`config.mk`:
```
export PLATFORM = sky130hd
export DESIGN_NAME = rgbkc_fifo
export DESIGN_NICKNAME = d
export VERILOG_FILES = /design/src/design/rgbkc_fifo.sv
export SDC_FILE = /design/constraint.sdc
export NUM_CORES = 1
export LEC_CHECK = 0
export BUFFER_PORTS_ARGS = -buffer_cell sky130_fd_sc_hd__buf_2
export CAP_MARGIN = 10
export CORE_AREA = 2 2 69 71
export CTS_CLUSTER_DIAMETER = 60
export DETAILED_ROUTE_END_ITERATION = 16
export DIE_AREA = 0 0 71 73
export PLACE_DENSITY = 0.52
export SETUP_SLACK_MARGIN = 0.3
export SYNTH_ARGS = -nofsm -noshare
export SYNTH_HDL_FRONTEND = slang
export SYNTH_SLANG_ARGS = --single-unit
```
`constraint.sdc`:
```
create_clock -name clk_i -period 2.3 [get_ports clk_i]
set_input_delay 0 -clock clk_i [delete_from_list [all_inputs] [get_ports clk_i]]
set_output_delay 0 -clock clk_i [all_outputs]
set_load 0.02 [all_outputs]
```
`src/design/rgbkc_fifo.sv`:
```
// rgbkc_fifo: short register queue between the front and the back of the convolution core
// depends on nothing beyond its parameters

module rgbkc_fifo #(
  parameter int unsigned WIDTH = 8,
  parameter int unsigned DEPTH = 4
) (
  input  logic                         clk_i,
  input  logic                         rst_ni,
  input  logic                         push_i,
  input  logic [WIDTH-1:0]             data_i,
  input  logic                         pop_i,
  output logic [WIDTH-1:0]             data_o,
  output logic                         empty_o,
  output logic [$clog2(DEPTH+1)-1:0]   count_o
);

  localparam int unsigned PTR_W = $clog2(DEPTH);
  localparam int unsigned CNT_W = $clog2(DEPTH + 1);

  logic [WIDTH-1:0] mem_q [DEPTH];
  logic [PTR_W-1:0] wptr_q, wptr_d, rptr_q, rptr_d;
  logic [CNT_W-1:0] cnt_q, cnt_d;
  logic             do_pop;

  assign do_pop  = pop_i && (cnt_q != '0);
  assign empty_o = (cnt_q == '0);
  assign count_o = cnt_q;
  assign data_o  = mem_q[rptr_q];

  always_comb begin
    wptr_d = wptr_q;
    rptr_d = rptr_q;
    if (push_i) begin
      wptr_d = (wptr_q == PTR_W'(DEPTH - 1)) ? '0 : PTR_W'(wptr_q + 1'b1);
    end
    if (do_pop) begin
      rptr_d = (rptr_q == PTR_W'(DEPTH - 1)) ? '0 : PTR_W'(rptr_q + 1'b1);
    end
    cnt_d = CNT_W'(cnt_q + CNT_W'(push_i) - CNT_W'(do_pop));
  end

  always_ff @(posedge clk_i or negedge rst_ni) begin
    if (!rst_ni) begin
      wptr_q <= '0;
      rptr_q <= '0;
      cnt_q  <= '0;
    end else begin
      wptr_q <= wptr_d;
      rptr_q <= rptr_d;
      cnt_q  <= cnt_d;
    end
  end

  always_ff @(posedge clk_i) begin
    if (push_i) begin
      mem_q[wptr_q] <= data_i;
    end
  end

endmodule

```
==> impl_metrics.ini <==
[run_status]
outcome = complete, no violations

[routing]
routedWlPerCell_um = 15.2
number_of_violations_reported_at_the_end_of_detailed_routing_iteration_0 = 36
aggregate_routed_wire_length_um = 2670
drt_first_pass_iters = 4
vias = 806
detail_route.vias_per_cell = 4.58
drc_violations = 0
detail-route-antenna-nets = 0

[yosys]
synth.top_cells.by_area = sky130_fd_sc_hd__edfxtp_1, sky130_fd_sc_hd__mux4_2, sky130_fd_sc_hd__dfrtp_1, sky130_fd_sc_hd__ha_1, sky130_fd_sc_hd__inv_1
top_cell_type_by_total_area_after_synthesis = sky130_fd_sc_hd__edfxtp_1
synth-edff-count = 32
avg_synthesized_cell_area_um2 = 20.1
synth_ff_type = sky130_fd_sc_hd__edfxtp_1
synth.net_count = 99
ys_top_cells_by_count = sky130_fd_sc_hd__edfxtp_1, sky130_fd_sc_hd__mux4_2, sky130_fd_sc_hd__dfrtp_1, sky130_fd_sc_hd__ha_1, sky130_fd_sc_hd__inv_1
synth-seq-cells = 39
yosys.cell_count.top_type = sky130_fd_sc_hd__edfxtp_1
synth.cell_area_um2 = 1580
yosys.area.top_type_share_pct = 60.7
yosys_warnings = 0
syn_inst = 79
ys_async_sr_fraction_pct = 17.9
seq_area_frac_synth_pct = 71.7
synth.lib_cells_used.distinct = 17

[timing]
fin_setup_tns_ns = 0
finalHoldViolations = 0
max_freq_mhz = 504
setup_viol = 0
worst_slew_margin_rel_pct = 59.1
skew_ns = 0.00467
rsz_0062_raised_after_global_routing = true
worst-slew-pin-transition_ns = 0.614
final_max_slew_viol_count = 0
finalCriticalPeriod_ns = 1.98
finalCritPeriodShare_pct = 86.2
finalHoldWorstSlack_ns = 0.00210

[die]
die_footprint_um2 = 5180
die_height_um = 73
initial_utilization_pct = 34.9
width_of_the_chip_um = 71
design.core.area_um2 = 4540
ios = 24
placementRows = 25

[clock_tree]
clk_latency_ns = 0.28
clock-root-buffer = sky130_fd_sc_hd__clkbuf_8
cts-buffers-inserted = 5
clkSlewWorstSetupHoldPaths_ns = 0.07
cts.sink_count = 39
htreeDepth = 2
clk_path_buf_depth = 2
cts_tree = built

[setup_path]
crit_top_cell = sky130_fd_sc_hd__inv_1
max_stage_delay_cell_worst_path = sky130_fd_sc_hd__dfrtp_2
path_max_fanout = 2
worst_ep_arrival_time_ns = 2.15
max_stage_delay_ns = 0.42
critical_path_required_ns = 2.47
worstSetupEndpointType = flip-flop
start_kind = flip-flop
criticalPathCategory = reg -> reg
worstPathCellList = o31ai_4, inv_1, ha_1, inv_1, ha_1, inv_1, fa_2, xnor2_2, xnor2_1

[global_routing]
grt_pass1_wl_um = 4160
grt_pass1_vias = 843
gr-total-overflow = 0
antenna_found_initial = 0
pin_count_of_the_biggest_net_entering_global_routing = 13
global_router_s_overall_resource_usage_pct = 11.2

[power]
switching_share_pct = 31.0
total_leakage_power_nw = 0.781
internal_power_mw = 1.79
ratio_of_total_power_to_cell_area_nw_per_um2 = 1280
report.power.total_mw = 2.60
part_of_the_total_power_dissipated_in_combinational_logic_pct = 33.0
irDropWorstVdd_mv = 0.483
clockPowerShare_pct = 25.3
p_sw_mw = 0.807
sequential_share_of_power_pct = 41.8

[place]
placement.cell_area_um2 = 1760
routabilityCongestion = 0.724
port-buffer-count = 23
post-dp-hpwl_um = 1770

[layout]
layout-area-overhead-vs-synth_pct = 28.0
multi_input_area_um2 = 415
layout-drive-gt1-share_pct = 41.0
regArea_um2 = 1140
num-nets-final = 141
insertedDiodeCount = 0
fillCellCount = 398
final_area_um2 = 2030

[run]
maxCapViolCount = 0

[hold_path]
hp-class = in -> reg
-- cells by family (layout without fill, tap and decap cells) --
| kind of cell | count (synthesis) | after routing | synth area share, % |
|---|---|---|---|
| flops | 39 | 39 | 71.7 |
| compound gates | 3 | 3 | 1.97 |
| fa+ha+maj | 8 | 8 | 6.79 |
| simple gates | 8 | 8 | 2.92 |
| buf+inv | 9 | 52 | 2.69 |
| xor+xnor | 2 | 2 | 1.11 |
| mux | 10 | 10 | 12.8 |
-- power by group through the flow --
stage	Combinational, mW	Sequential [mW]	Clock (mW)
floorplan	0.608	1.06	0
global placement	0.756	1.12	0
detailed placement	0.781	1.13	0
CTS	0.864	1.10	0.676
global route	0.937	1.11	0.712
finish	0.857	1.09	0.657
-- worst paths after layout --
path,endpoint,start,depth (start not counted),slack (ns)
max,count_o[2],count_o[0],9,0.32
min,wptr_q[1],push_i,2,0.002
max reg2reg,count_o[2],count_o[0],9,0.32
min reg2reg,wptr_q[1],wptr_q[1],2,0.64
max in group asynchronous,count_o[0],rst_ni,2,2.04
min in group asynchronous,count_o[1],rst_ni,2,0.09
-- placed cells by master (no fill, tap or decap), drive strengths merged --
cell type,count
xnor2,2
edfxtp,32
dlygate4sd3,10
bufinv,2
nor3,1
nand2,1
and2,4
fa,1
ha,7
buf,27
mux4,8
dfrtp,7
clkbuf,6
inv,7
o21ai,2
or3b,1
mux2,2
o31ai,1
nor2,1
-- flip-flops by register name, summed over array words and instances, names as in the netlist --
signal / count
wptr_q: 2
rptr_q: 2
count_o: 3
mem_q: 32
-- worst max-delay path: cells and delay by family, from the launching register on --
kind / cells / cell delay, ns
flops: 1 / 0.42
xor+xnor: 2 / 0.26
compound gates: 1 / 0.25
buf+inv: 3 / 0.18
fa+ha+maj: 3 / 0.76
-- final cells by class --
cell class	count	share of cell area [%]
clock buffer	6	3.58
clock inverter	2	2.96
inverter	7	1.30
multi-input combinational	31	20.5
sequential	39	56.2
tap	54	3.33
timing repair buffer	37	12.1
-- what timing repair did --
item | 4_1_cts | 5_1_grt
resized for setup | 1 | 0
buffers inserted | 3 | 1
hold buffers | 10 | 0
endpoints found under the setup margin | 1 | 1
pin swaps | 1 | 3
hold endpoints to repair | 40 | 0
-- layer usage --
layer  up-vias  global-route usage [%]  share of wire (%)  wire length, um
met5         -                       0                  0                0
met4         0                    4.40               0.64               17
met3         2                    3.73                3.9              104
met2        14                    18.4                 55             1470
met1       407                    13.8                 40             1080
li1        383                       -                  -                -
-- metrics by stage --
| step | utilization, % | cells | setup WS (ns) |
|---|---|---|---|
| detailed placement | 38.7 | 154 | 0.214 |
| CTS | 44.5 | 175 | 0.274 |
| global route | 44.7 | 176 | 0.226 |
| global placement | 38.7 | 154 | 0.311 |
| floorplan | - | 79 | 0.305 |
| finish | 44.7 | 176 | 0.318 |
Power figures use the tool's default switching activity.
